$ cat src/rtl/sha1md_pkg.sv
// Shared types and constants for the SHA-1 message digest block.
// Used by sha1md_front, sha1md_back and sha1_message_digest; no dependencies.
`default_nettype none

package sha1md_pkg;

   // One queued request as the front part hands it to the back part.
   typedef struct packed {
      logic [7:0] data_byte;
      logic       byte_present;
      logic       end_of_message;
   } item_type;

   typedef logic [4:0][31:0] words5_type;

   localparam logic [31:0] H0_INIT = 32'h67452301;
   localparam logic [31:0] H1_INIT = 32'hEFCDAB89;
   localparam logic [31:0] H2_INIT = 32'h98BADCFE;
   localparam logic [31:0] H3_INIT = 32'h10325476;
   localparam logic [31:0] H4_INIT = 32'hC3D2E1F0;

   localparam logic [31:0] K_ROUND0 = 32'h5A827999;
   localparam logic [31:0] K_ROUND1 = 32'h6ED9EBA1;
   localparam logic [31:0] K_ROUND2 = 32'h8F1BBCDC;
   localparam logic [31:0] K_ROUND3 = 32'hCA62C1D6;

   localparam logic [7:0] PAD_MARKER = 8'h80;

   localparam words5_type CHAIN_INIT = {H4_INIT, H3_INIT, H2_INIT, H1_INIT, H0_INIT};

endpackage

`default_nettype wire

$ cat src/rtl/sha1md_front.sv
// Front part of the SHA-1 digest block: accepts requests, drops empty ones
// and queues the rest for the back part. Depends on sha1md_pkg.
`default_nettype none

module sha1md_front (
   input  wire logic                clock,
   input  wire logic                reset,
   input  wire logic                req_valid,
   output logic                     req_stall,
   input  wire logic [7:0]          req_data_byte,
   input  wire logic                req_byte_present,
   input  wire logic                req_end_of_message,
   output logic                     q_valid,
   output sha1md_pkg::item_type     q_item,
   input  wire logic                q_pop
);
   import sha1md_pkg::*;

   localparam int QUEUE_DEPTH = 4;

   item_type   queue_ff [QUEUE_DEPTH];
   logic [1:0] wr_ptr_ff, wr_ptr_in;
   logic [1:0] rd_ptr_ff, rd_ptr_in;
   logic [2:0] count_ff, count_in;
   logic       push;
   logic       pop;

   assign req_stall = (count_ff == 3'(QUEUE_DEPTH));
   // A request with neither a byte nor an end flag changes nothing; it is taken and dropped.
   assign push = req_valid && !req_stall && (req_byte_present || req_end_of_message);
   assign pop  = q_pop && q_valid;

   assign q_valid = (count_ff != 3'd0);
   assign q_item  = queue_ff[rd_ptr_ff];

   always_comb begin
      wr_ptr_in = push ? wr_ptr_ff + 2'd1 : wr_ptr_ff;
      rd_ptr_in = pop ? rd_ptr_ff + 2'd1 : rd_ptr_ff;
      count_in  = count_ff;
      if (push && !pop) begin
         count_in = count_ff + 3'd1;
      end else if (pop && !push) begin
         count_in = count_ff - 3'd1;
      end
   end

   always_ff @(posedge clock) begin
      if (reset) begin
         wr_ptr_ff <= 2'd0;
         rd_ptr_ff <= 2'd0;
         count_ff  <= 3'd0;
      end else begin
         wr_ptr_ff <= wr_ptr_in;
         rd_ptr_ff <= rd_ptr_in;
         count_ff  <= count_in;
      end
   end

   always_ff @(posedge clock) begin
      if (push) begin
         queue_ff[wr_ptr_ff] <= '{data_byte:      req_data_byte,
                                  byte_present:   req_byte_present,
                                  end_of_message: req_end_of_message};
      end
   end

endmodule

`default_nettype wire

$ cat src/rtl/sha1md_back.sv
// Back part of the SHA-1 digest block: block assembly, padding, the 80-round
// compression, chaining update and digest output. Depends on sha1md_pkg.
`default_nettype none

module sha1md_back #(
   parameter int LENGTH_COUNTER_BITS = 64
) (
   input  wire logic                clock,
   input  wire logic                reset,
   input  wire logic                q_valid,
   input  wire sha1md_pkg::item_type q_item,
   output logic                     q_pop,
   output logic                     rsp_valid,
   input  wire logic                rsp_stall,
   output logic [31:0]              rsp_digest_word,
   output logic [2:0]               rsp_word_index,
   output logic                     rsp_last_word
);
   import sha1md_pkg::*;

   typedef enum logic [4:0] {
      ST_IDLE  = 5'b00001,
      ST_PAD   = 5'b00010,
      ST_ROUND = 5'b00100,
      ST_FOLD  = 5'b01000,
      ST_EMIT  = 5'b10000
   } state_type;

   state_type  state_ff, state_in;
   // Message block and schedule share one shift line; word 0 sits in the top bits.
   logic [511:0] blk_ff, blk_in;
   logic [5:0]   pos_ff, pos_in;
   logic [LENGTH_COUNTER_BITS-1:0] len_cnt_ff, len_cnt_in;
   logic [63:0]  len_sh_ff, len_sh_in;
   logic         pad_act_ff, pad_act_in;
   logic         pad_first_ff, pad_first_in;
   logic         len_ok_ff, len_ok_in;
   logic         eom_pend_ff, eom_pend_in;
   logic [6:0]   rnd_ff, rnd_in;
   words5_type   vars_ff, vars_in;
   words5_type   chain_ff, chain_in;
   logic [2:0]   idx_ff, idx_in;
   logic         rsp_valid_ff, rsp_valid_in;
   logic [31:0]  rsp_word_ff, rsp_word_in;
   logic [2:0]   rsp_idx_ff, rsp_idx_in;
   logic         rsp_last_ff, rsp_last_in;

   logic         wr_en;
   logic [7:0]   wr_byte;
   logic [31:0]  w_cur, w_new, f_val, k_val, t_val;
   logic [31:0]  va, vb, vc, vd, ve;
   logic         out_free;

   assign rsp_valid       = rsp_valid_ff;
   assign rsp_digest_word = rsp_word_ff;
   assign rsp_word_index  = rsp_idx_ff;
   assign rsp_last_word   = rsp_last_ff;
   assign out_free        = !rsp_valid_ff || !rsp_stall;

   // Round datapath.
   always_comb begin
      va    = vars_ff[0];
      vb    = vars_ff[1];
      vc    = vars_ff[2];
      vd    = vars_ff[3];
      ve    = vars_ff[4];
      w_cur = blk_ff[511:480];
      w_new = blk_ff[511-32*13 -: 32] ^ blk_ff[511-32*8 -: 32]
            ^ blk_ff[511-32*2 -: 32] ^ blk_ff[511:480];
      w_new = {w_new[30:0], w_new[31]};
      if (rnd_ff < 7'd20) begin
         f_val = (vb & vc) | (~vb & vd);
         k_val = K_ROUND0;
      end else if (rnd_ff < 7'd40) begin
         f_val = vb ^ vc ^ vd;
         k_val = K_ROUND1;
      end else if (rnd_ff < 7'd60) begin
         f_val = (vb & vc) | (vb & vd) | (vc & vd);
         k_val = K_ROUND2;
      end else begin
         f_val = vb ^ vc ^ vd;
         k_val = K_ROUND3;
      end
      t_val = {va[26:0], va[31:27]} + f_val + ve + k_val + w_cur;
   end

   always_comb begin
      state_in     = state_ff;
      blk_in       = blk_ff;
      pos_in       = pos_ff;
      len_cnt_in   = len_cnt_ff;
      len_sh_in    = len_sh_ff;
      pad_act_in   = pad_act_ff;
      pad_first_in = pad_first_ff;
      len_ok_in    = len_ok_ff;
      eom_pend_in  = eom_pend_ff;
      rnd_in       = rnd_ff;
      vars_in      = vars_ff;
      chain_in     = chain_ff;
      idx_in       = idx_ff;
      rsp_valid_in = rsp_stall ? rsp_valid_ff : 1'b0;
      rsp_word_in  = rsp_word_ff;
      rsp_idx_in   = rsp_idx_ff;
      rsp_last_in  = rsp_last_ff;
      q_pop        = 1'b0;
      wr_en        = 1'b0;
      wr_byte      = 8'h00;

      case (state_ff)
         ST_IDLE: begin
            if (q_valid) begin
               q_pop = 1'b1;
               if (q_item.byte_present) begin
                  wr_en      = 1'b1;
                  wr_byte    = q_item.data_byte;
                  len_cnt_in = len_cnt_ff + LENGTH_COUNTER_BITS'(8);
               end
               if (q_item.end_of_message) begin
                  len_sh_in = 64'(len_cnt_in);
                  if (q_item.byte_present && pos_ff == 6'd63) begin
                     // This byte closes a block; padding starts after it is compressed.
                     eom_pend_in = 1'b1;
                  end else begin
                     state_in     = ST_PAD;
                     pad_act_in   = 1'b1;
                     pad_first_in = 1'b1;
                     len_ok_in    = 1'b0;
                  end
               end
            end
         end
         ST_PAD: begin
            wr_en = 1'b1;
            if (pad_first_ff) begin
               wr_byte      = PAD_MARKER;
               pad_first_in = 1'b0;
               if (pos_ff[5:3] != 3'b111) begin
                  len_ok_in = 1'b1;
               end
            end else if (len_ok_ff && pos_ff[5:3] == 3'b111) begin
               wr_byte   = len_sh_ff[63:56];
               len_sh_in = {len_sh_ff[55:0], 8'h00};
            end
         end
         ST_ROUND: begin
            vars_in = {vd, vc, {vb[1:0], vb[31:2]}, va, t_val};
            blk_in  = {blk_ff[479:0], w_new};
            rnd_in  = rnd_ff + 7'd1;
            if (rnd_ff == 7'd79) begin
               state_in = ST_FOLD;
               rnd_in   = 7'd0;
            end
         end
         ST_FOLD: begin
            for (int j = 0; j < 5; j++) begin
               chain_in[j] = chain_ff[j] + vars_ff[j];
            end
            if (pad_act_ff) begin
               if (len_ok_ff) begin
                  state_in = ST_EMIT;
               end else begin
                  len_ok_in = 1'b1;
                  state_in  = ST_PAD;
               end
            end else if (eom_pend_ff) begin
               eom_pend_in  = 1'b0;
               pad_act_in   = 1'b1;
               pad_first_in = 1'b1;
               len_ok_in    = 1'b0;
               state_in     = ST_PAD;
            end else begin
               state_in = ST_IDLE;
            end
         end
         ST_EMIT: begin
            if (out_free) begin
               rsp_valid_in = 1'b1;
               rsp_word_in  = chain_ff[idx_ff];
               rsp_idx_in   = idx_ff;
               rsp_last_in  = (idx_ff == 3'd4);
               idx_in       = idx_ff + 3'd1;
               if (idx_ff == 3'd4) begin
                  idx_in      = 3'd0;
                  chain_in    = CHAIN_INIT;
                  len_cnt_in  = '0;
                  pos_in      = 6'd0;
                  pad_act_in  = 1'b0;
                  eom_pend_in = 1'b0;
                  state_in    = ST_IDLE;
               end
            end
         end
         default: begin
            state_in = ST_IDLE;
         end
      endcase

      // Message and padding bytes enter the block the same way.
      if (wr_en) begin
         blk_in = {blk_ff[503:0], wr_byte};
         pos_in = pos_ff + 6'd1;
         if (pos_ff == 6'd63) begin
            state_in = ST_ROUND;
            rnd_in   = 7'd0;
            vars_in  = chain_ff;
         end
      end
   end

   always_ff @(posedge clock) begin
      if (reset) begin
         state_ff     <= ST_IDLE;
         pos_ff       <= 6'd0;
         len_cnt_ff   <= '0;
         pad_act_ff   <= 1'b0;
         pad_first_ff <= 1'b0;
         len_ok_ff    <= 1'b0;
         eom_pend_ff  <= 1'b0;
         rnd_ff       <= 7'd0;
         chain_ff     <= CHAIN_INIT;
         idx_ff       <= 3'd0;
         rsp_valid_ff <= 1'b0;
      end else begin
         state_ff     <= state_in;
         pos_ff       <= pos_in;
         len_cnt_ff   <= len_cnt_in;
         pad_act_ff   <= pad_act_in;
         pad_first_ff <= pad_first_in;
         len_ok_ff    <= len_ok_in;
         eom_pend_ff  <= eom_pend_in;
         rnd_ff       <= rnd_in;
         chain_ff     <= chain_in;
         idx_ff       <= idx_in;
         rsp_valid_ff <= rsp_valid_in;
      end
   end

   always_ff @(posedge clock) begin
      blk_ff      <= blk_in;
      len_sh_ff   <= len_sh_in;
      vars_ff     <= vars_in;
      rsp_word_ff <= rsp_word_in;
      rsp_idx_ff  <= rsp_idx_in;
      rsp_last_ff <= rsp_last_in;
   end

endmodule

`default_nettype wire

$ cat src/rtl/sha1_message_digest.sv
// Top level of the SHA-1 message digest block: joins the request queue and the
// hashing engine. Depends on sha1md_pkg, sha1md_front and sha1md_back.
`default_nettype none

// SHA-1 over a byte stream, one byte per request, with an end-of-message flag;
// after the last request the five digest words come out H0 first, and the
// block then starts a fresh message. Requests land in a four-entry queue, so
// bytes keep arriving while a block is compressed. The hashing engine takes
// one byte per cycle while it is idle, runs the 80 rounds on one shared round
// unit, one round a cycle, and then folds the result into the chaining value.
// End of message adds the padding bytes at one a cycle (up to two blocks
// with their rounds), then hands out the five digest words, which wait while
// the output stalls.
module sha1_message_digest #(
   parameter int LENGTH_COUNTER_BITS = 64
) (
   input  wire logic        clock,
   input  wire logic        reset,
   input  wire logic        req_valid,
   output logic             req_stall,
   input  wire logic [7:0]  req_data_byte,
   input  wire logic        req_byte_present,
   input  wire logic        req_end_of_message,
   output logic             rsp_valid,
   input  wire logic        rsp_stall,
   output logic [31:0]      rsp_digest_word,
   output logic [2:0]       rsp_word_index,
   output logic             rsp_last_word
);
   import sha1md_pkg::*;

   logic     q_valid;
   item_type q_item;
   logic     q_pop;

   sha1md_front u_front (
      .clock              (clock),
      .reset              (reset),
      .req_valid          (req_valid),
      .req_stall          (req_stall),
      .req_data_byte      (req_data_byte),
      .req_byte_present   (req_byte_present),
      .req_end_of_message (req_end_of_message),
      .q_valid            (q_valid),
      .q_item             (q_item),
      .q_pop              (q_pop)
   );

   sha1md_back #(
      .LENGTH_COUNTER_BITS (LENGTH_COUNTER_BITS)
   ) u_back (
      .clock           (clock),
      .reset           (reset),
      .q_valid         (q_valid),
      .q_item          (q_item),
      .q_pop           (q_pop),
      .rsp_valid       (rsp_valid),
      .rsp_stall       (rsp_stall),
      .rsp_digest_word (rsp_digest_word),
      .rsp_word_index  (rsp_word_index),
      .rsp_last_word   (rsp_last_word)
   );

endmodule

`default_nettype wire

$ cat config.mk
export PLATFORM = sky130hd
export DESIGN_NAME = sha1_message_digest
export DESIGN_NICKNAME = d
export VERILOG_FILES = /design/src/rtl/sha1md_pkg.sv /design/src/rtl/sha1md_front.sv /design/src/rtl/sha1md_back.sv /design/src/rtl/sha1_message_digest.sv
export SDC_FILE = /design/constraint.sdc
export NUM_CORES = 2
export LEC_CHECK = 0
export BUFFER_PORTS_ARGS = -buffer_cell sky130_fd_sc_hd__buf_2
export CAP_MARGIN = 20
export CELL_PAD_IN_SITES_DETAIL_PLACEMENT = 0
export CELL_PAD_IN_SITES_GLOBAL_PLACEMENT = 1
export CORE_MARGIN = 2
export CORE_UTILIZATION = 45
export DETAILED_ROUTE_END_ITERATION = 8
export PLACE_DENSITY_LB_ADDON = 0.1
export SKIP_LAST_GASP = 1
export SYNTH_ARGS = -nofsm -noshare
export SYNTH_HDL_FRONTEND = slang
export SYNTH_SLANG_ARGS = --single-unit
$ cat constraint.sdc
create_clock -name clock -period 13.45 [get_ports clock]
set_input_delay 0.6725 -clock clock [delete_from_list [all_inputs] [get_ports clock]]
set_output_delay 0.6725 -clock clock [all_outputs]
set_load 0.05 [all_outputs]
## Word level (Yosys, flattened, before mapping)

Memory sizes are Yosys's and may differ from the RTL's. A register that Yosys moved wholly into a read port is not among the register bits.
Index checks and enable logic that the tools add are counted.

- Register bits after elaboration: 1029
- Bits in writable memories: 40
- Bits of input ports: 14
- Output and inout bits: 38
- Logic and storage cells: 211
- Memories kept: 1

Memory list:

| name | depth | width | read ports | clocked after Yosys merged registers in | write ports | RTL line | text |
|---|---|---|---|---|---|---|---|
| u_front.queue_ff | 4 | 10 | 1 | 1 | 1 | sha1md_front.sv:21 | `item_type queue_ff [QUEUE_DEPTH];` |

- Add/sub/neg operators: 17
- Order comparisons: 4
- Equality and inequality tests: 24
- Muxes and demuxes: 90
- Bitwise logic cells: 13
- Reduce and logical (&&, ||, !) cells: 34

Operators with widths:

| cell | count |
|---|---|
| $mux 512 | 2 |
| $mux 160 | 5 |
| $mux 64 | 8 |
| $pmux 160 s2 | 1 |
| $add 32x32->32 | 9 |
| $pmux 64 s2 | 2 |
| $mux 32 | 6 |
| $xor 32x32->32 | 5 |
| $and 32x32->32 | 4 |
| $bmux 32 s3 | 1 |
| $or 32x32->32 | 3 |
| $add 64x4->64 const B | 1 |
| $mux 5 | 10 |
| $mux 8 | 4 |
| $not 32->32 | 1 |
| $mux 31 | 1 |
| $mux 1 | 29 |
| $mux 7 | 4 |
| $pmux 5 s5 | 1 |
| $mux 6 | 4 |
| $pmux 8 s2 | 1 |
| $reduce_bool 2->1 | 8 |
| $lt 7x6->1 const B | 2 |
| $ne 2x1->1 const B | 7 |
| other kinds (32) | 63 |

## Longest topological paths before layout

- Depth in word-level cells: 13
- Depth in mapped cells: 24
- Depth with buffers taken out: 22

## Modules after synthesis

From an unflattened synthesis, not the netlist that was laid out.

- Cell total of the unflattened synthesis: 6484
- Area, all modules: 58613.7 um2

Modules (own cells, without submodules):

| module | instances | cells an instance | area an instance (um2) | seq. area each (um2) |
|---|---|---|---|---|
| sha1md_back | 1 | 6385 | 56715.6 | 26435.4 |
| sha1md_front | 1 | 99 | 1898.1 | 1381.3 |

## Worst setup path after synthesis

No wires, ideal clock.

- Path type: register to register
- Start point: register with a tool-made name
- End point: register u_back.blk_ff[0], enable pin
- Library setup time: 3638 ps
- Arrival time: 10511 ps
- Required time: 9812 ps
- Slack: -699 ps
- Cell stages (with the launch flop): 9
- Buffers on the path: 4
- Period minus slack after synthesis: 14149 ps
- Cells stage by stage: dfxtp_1 -> buf_6 -> mux4_2 -> and2_1 -> buf_2 -> nor2_1 -> clkbuf_1 -> clkbuf_1 -> nand2_1

RTL lines:

| what | RTL line | text |
|---|---|---|
| to (signal assigned) | sha1md_back.sv:239 | `blk_ff <= blk_in;` |
| to (decl) | sha1md_back.sv:31 | `logic [511:0] blk_ff, blk_in;` |

==> results_dict.tcl <==
set metrics [dict create \
    status "finished clean" \
    p_leak_nw 26.1 \
    post-place-ws_ps 5820 \
    slew_headroom_pct 25.1 \
    std_cell_rows 132 \
    cts_tree "yes" \
    netlist_area_um2 58700 \
    worst-r2r-setup-slack_ps 5640 \
    pin_count 52 \
    ys_seq_elements 1065 \
    holdBufCountCts 0 \
    overflow 0 \
    via_count 45000 \
    worstSetupStartpoint "u_back.rnd_ff[4]$_SDFF_PP0_" \
    gr-usage-met2_pct 37.4 \
    antenna_found_initial 3 \
    cp.depth 24 \
    switching_share_pct 36.7 \
    final_nets 6702 \
    wl_per_cell_um 20.7 \
    fin_crit_sh_pct 58.1 \
    critical_path_class "register to register" \
    synth_area_per_cell_um2 9.08 \
    start_util_pct 45.4 \
    syn_nets 6809 \
    grt_pass1_wl_um 259000 \
    cts_root_buffer "clkbuf_16" \
    dieArea_um2 133000 \
    core_um2 129000 \
    grt_max_degree 249 \
    rsz0062_at_grt "false" \
    use_met1_pct 38.4 \
    top_usage_layer "met1" \
    seqPwrFrac_pct 44.0 \
    hold_slack_ps 166 \
    port_buffers 51 \
    area_delta_synth_final_pct 9.14 \
    die_y_um 365 \
    slowest_delay_ps 710 \
    synthArstFlopShare_pct 0 \
    ys.flop_type "edfxtp_1" \
    cp_cell_sequence "a41oi_1, nand2_1, buf_4, inv_1, nor2_2, buf_4, inv_1, o21ai_0, ha_1, inv_1, fa_1, inv_1, ha_1, fa_1, a21oi_1, nor2_1, o21ai_1, a22oi_1, a21oi_1, o22ai_1, a41oi_1, a21oi_1, a2111o_1, o211ai_1" \
    post_drt_via_cell_ratio 5.49 \
    cts_sinks 1065 \
    firstDrtPassIters 6 \
    synth_enable_flop_cells 649 \
    path_max_fanout 24 \
    worstSkewPairLatency_ps 770 \
    dp_hpwl_um 114000 \
    power_frac_comb_pct 30.7 \
    htree_levels 3 \
    cp.arrival_ps 8470 \
    synth_seq_area_share_pct 47.4 \
    finalSetupTns_ps 0 \
    tightest_slew_ps 1120 \
    worstReg2RegEnd "u_back.va[29]$_DFF_P_" \
    setup_viol_count_final 0 \
    clkTransAtPathRegs_ps 60 \
    p_switching_w 0.00463 \
    postCtsSetupBuffers 0 \
    powerDensity_nw_per_um2 197 \
    fmax_mhz 128 \
    worstPathRequired_ps 14110 \
    finalHoldViolCount 0 \
    synthCells 6467 \
    crit_buf_inv 6 \
    cts_repair_resize_count 0 \
    crit_end "u_back.va[29]$_DFF_P_" \
    die_w_um 365 \
    clockBufferDepth 3 \
    vdd_drop_max_mv 0.227 \
    r2r.worst_path.cells 24 \
    drtIter0Drc 4315 \
    cp_slowest_cell "nor2_2" \
    slew_violations 0 \
    drive_gt1_share_pct 5.48 \
    fin_ws_ps 5640 \
    drc 0 \
    cap_violations 0 \
    cts_buffers 120 \
    insertedDiodeCount 0 \
    worstHoldPathType "input port to register" \
    postRouteAntennaNets 0 \
    min_period_ps 7810 \
    yosys_warnings 0 \
    grt_pass1_vias 42200 \
    cp_common_cell "inv_1" \
    synthDistinctLibCells 94 \
    grt_use_total_pct 25.1 \
    wirelength_um 170000 \
    critPathTopFamily "compound AO/OA/AOI/OAI gates" \
    end_kind "register" \
    critPathLaunchType "register" \
    gr-usage-met3_pct 3.92 \
    power_w 0.0126 \
    place_congestion 0.902 \
    power.internal_w 0.00799 \
    p_clk_share_pct 25.3 \
    reg2reg_from "u_back.rnd_ff[4]$_SDFF_PP0_" \
    clock_skew_ps 56.3 \
]
-- worst min-delay path by stage --
| stage | from | end | slack [ps] | cells past startpoint |
|---|---|---|---|---|
| 2_1_floorplan | u_back.pos_ff[5]$_SDFFE_PP0P_ | u_back.pos_ff[5]$_SDFFE_PP0P_ | 430 | 1 |
| 5_1_grt | req_data_byte[3] | u_front.queue_ff[0][5]$_DFFE_PP_ | 140 | 1 |
| 3_3_place_gp | u_back.pos_ff[5]$_SDFFE_PP0P_ | u_back.pos_ff[5]$_SDFFE_PP0P_ | 450 | 1 |
| 3_5_place_dp | u_back.pos_ff[5]$_SDFFE_PP0P_ | u_back.pos_ff[5]$_SDFFE_PP0P_ | 470 | 1 |
| 6_report | req_data_byte[3] | u_front.queue_ff[0][5]$_DFFE_PP_ | 170 | 1 |
| 4_1_cts | req_data_byte[3] | u_front.queue_ff[1][5]$_DFFE_PP_ | 100 | 1 |
-- through the flow --
| step | instance area (µm²) | std cells | utilization (%) |
|---|---|---|---|
| global route | 64100 | 8202 | 49.5 |
| detailed placement | 60400 | 7979 | 46.6 |
| floorplan | 58700 | 6467 | - |
| finish | 64100 | 8202 | 49.5 |
| CTS | 64100 | 8201 | 49.5 |
| global placement | 60300 | 7976 | 46.6 |
-- cells in the final DEF, fill, tap and decap left out, types with 11 or more instances in the layout --
master / instances
nand2_1: 1992
edfxtp_1: 649
nor2_1: 449
dfxtp_1: 414
o21ai_0: 295
inv_1: 288
a21oi_1: 264
xnor2_1: 233
ha_1: 210
a31oi_1: 170
clkbuf_16: 121
fa_1: 118
xor2_1: 104
a21o_1: 103
nand2b_1: 76
nor3_1: 70
a22oi_1: 62
buf_2: 52
o22ai_1: 49
nand3_1: 48
mux2i_1: 46
and3_1: 41
clkbuf_1: 40
buf_4: 39
mux4_2: 33
a221o_1: 26
nor2b_1: 26
and2_1: 25
or3_1: 25
clkinv_2: 25
nand4_1: 23
o21a_1: 22
o21bai_1: 22
a211oi_1: 20
clkinv_1: 20
and4_1: 14
o21ai_1: 13
nor4_1: 11
-- area by class of cell --
type	instances	area, µm²
flip-flops and latches	1065	27800
well taps	1742	2180
fillers	12500	65400
clock inverters	57	502
multi-input cells	4785	28600
inverters	289	1080
clock buffers	165	3230
repair buffers	99	699
-- routing by layer --
layer | wire length (µm) | up-vias
met1 | 84100 | 21900
met3 | 9410 | 186
met4 | 3230 | 2
met5 | 13 | -
li1 | - | 21900
met2 | 73200 | 1072
-- logic make-up after synthesis --
group | count (synthesis) | share of synthesized area (%)
and+or+nand+nor | 2874 | 20.3
AOI/OAI and AO/OA | 1157 | 12.2
DFF | 1065 | 47.4
buffers and inverters | 617 | 4.13
xor gates and xnor gates | 337 | 5.02
adders and majority gates | 328 | 8.49
muxes | 89 | 2.47
-- cells in the mapped netlist, drive strengths merged (42+ instances only) --
library cell	number	area (µm²)
and3	42	263
ha	210	2630
nand2b	76	475
nor3	74	403
inv	289	1080
nor2	460	1750
a21oi	266	1330
nand3	51	265
nand2	1995	7490
mux2i	46	460
xnor2	233	2040
a22oi	62	465
fa	118	2360
dfxtp	416	8330
o22ai	49	307
edfxtp	649	19500
xor2	104	911
a21o	104	781
clkbuf	245	921
buf	83	422
o21ai	308	1540
mux4	42	980
a31oi	170	1060
-- power groups by stage --
stage               sequential [W]  combinational, W  clock [W]
floorplan                  0.00564           0.00290          0
global placement           0.00561           0.00387          0
detailed placement         0.00561           0.00389          0
CTS                        0.00556           0.00392    0.00326
global route               0.00567           0.00441    0.00338
finish                     0.00555           0.00387    0.00319
-- flip-flops by register name (all words and copies together), names as in the netlist, 2 cells and up, named ones only --
register and count:
u_front.wr_ptr_ff 2, u_back.blk_ff 512, u_back.len_sh_ff 61, u_back.va 32
u_front.queue_ff 40, u_back.pos_ff 6, u_back.chain_ff 160, u_back.state_ff 5
u_front.rd_ptr_ff 2, u_back.idx_ff 3, u_back.rsp_digest_word 32, u_front.count_ff 3
u_back.rnd_ff 7, u_back.len_cnt_ff 61, u_back.vd 32, u_back.rsp_word_index 3
u_back.vb 32, u_back.vc 32, u_back.ve 32
-- worst reg2reg max path: stages, from the launching register on --
cell	delay, ps
dfxtp_1	460
a41oi_1	380
nand2_1	150
buf_4	340
inv_1	570
nor2_2	720
buf_4	350
inv_1	380
o21ai_0	310
ha_1	180
inv_1	60
fa_1	500
inv_1	40
ha_1	200
fa_1	470
a21oi_1	200
nor2_1	90
o21ai_1	230
a22oi_1	220
a21oi_1	430
o22ai_1	230
a41oi_1	500
a21oi_1	210
a2111o_1	450
o211ai_1	90
Power figures use the tool's default switching activity.
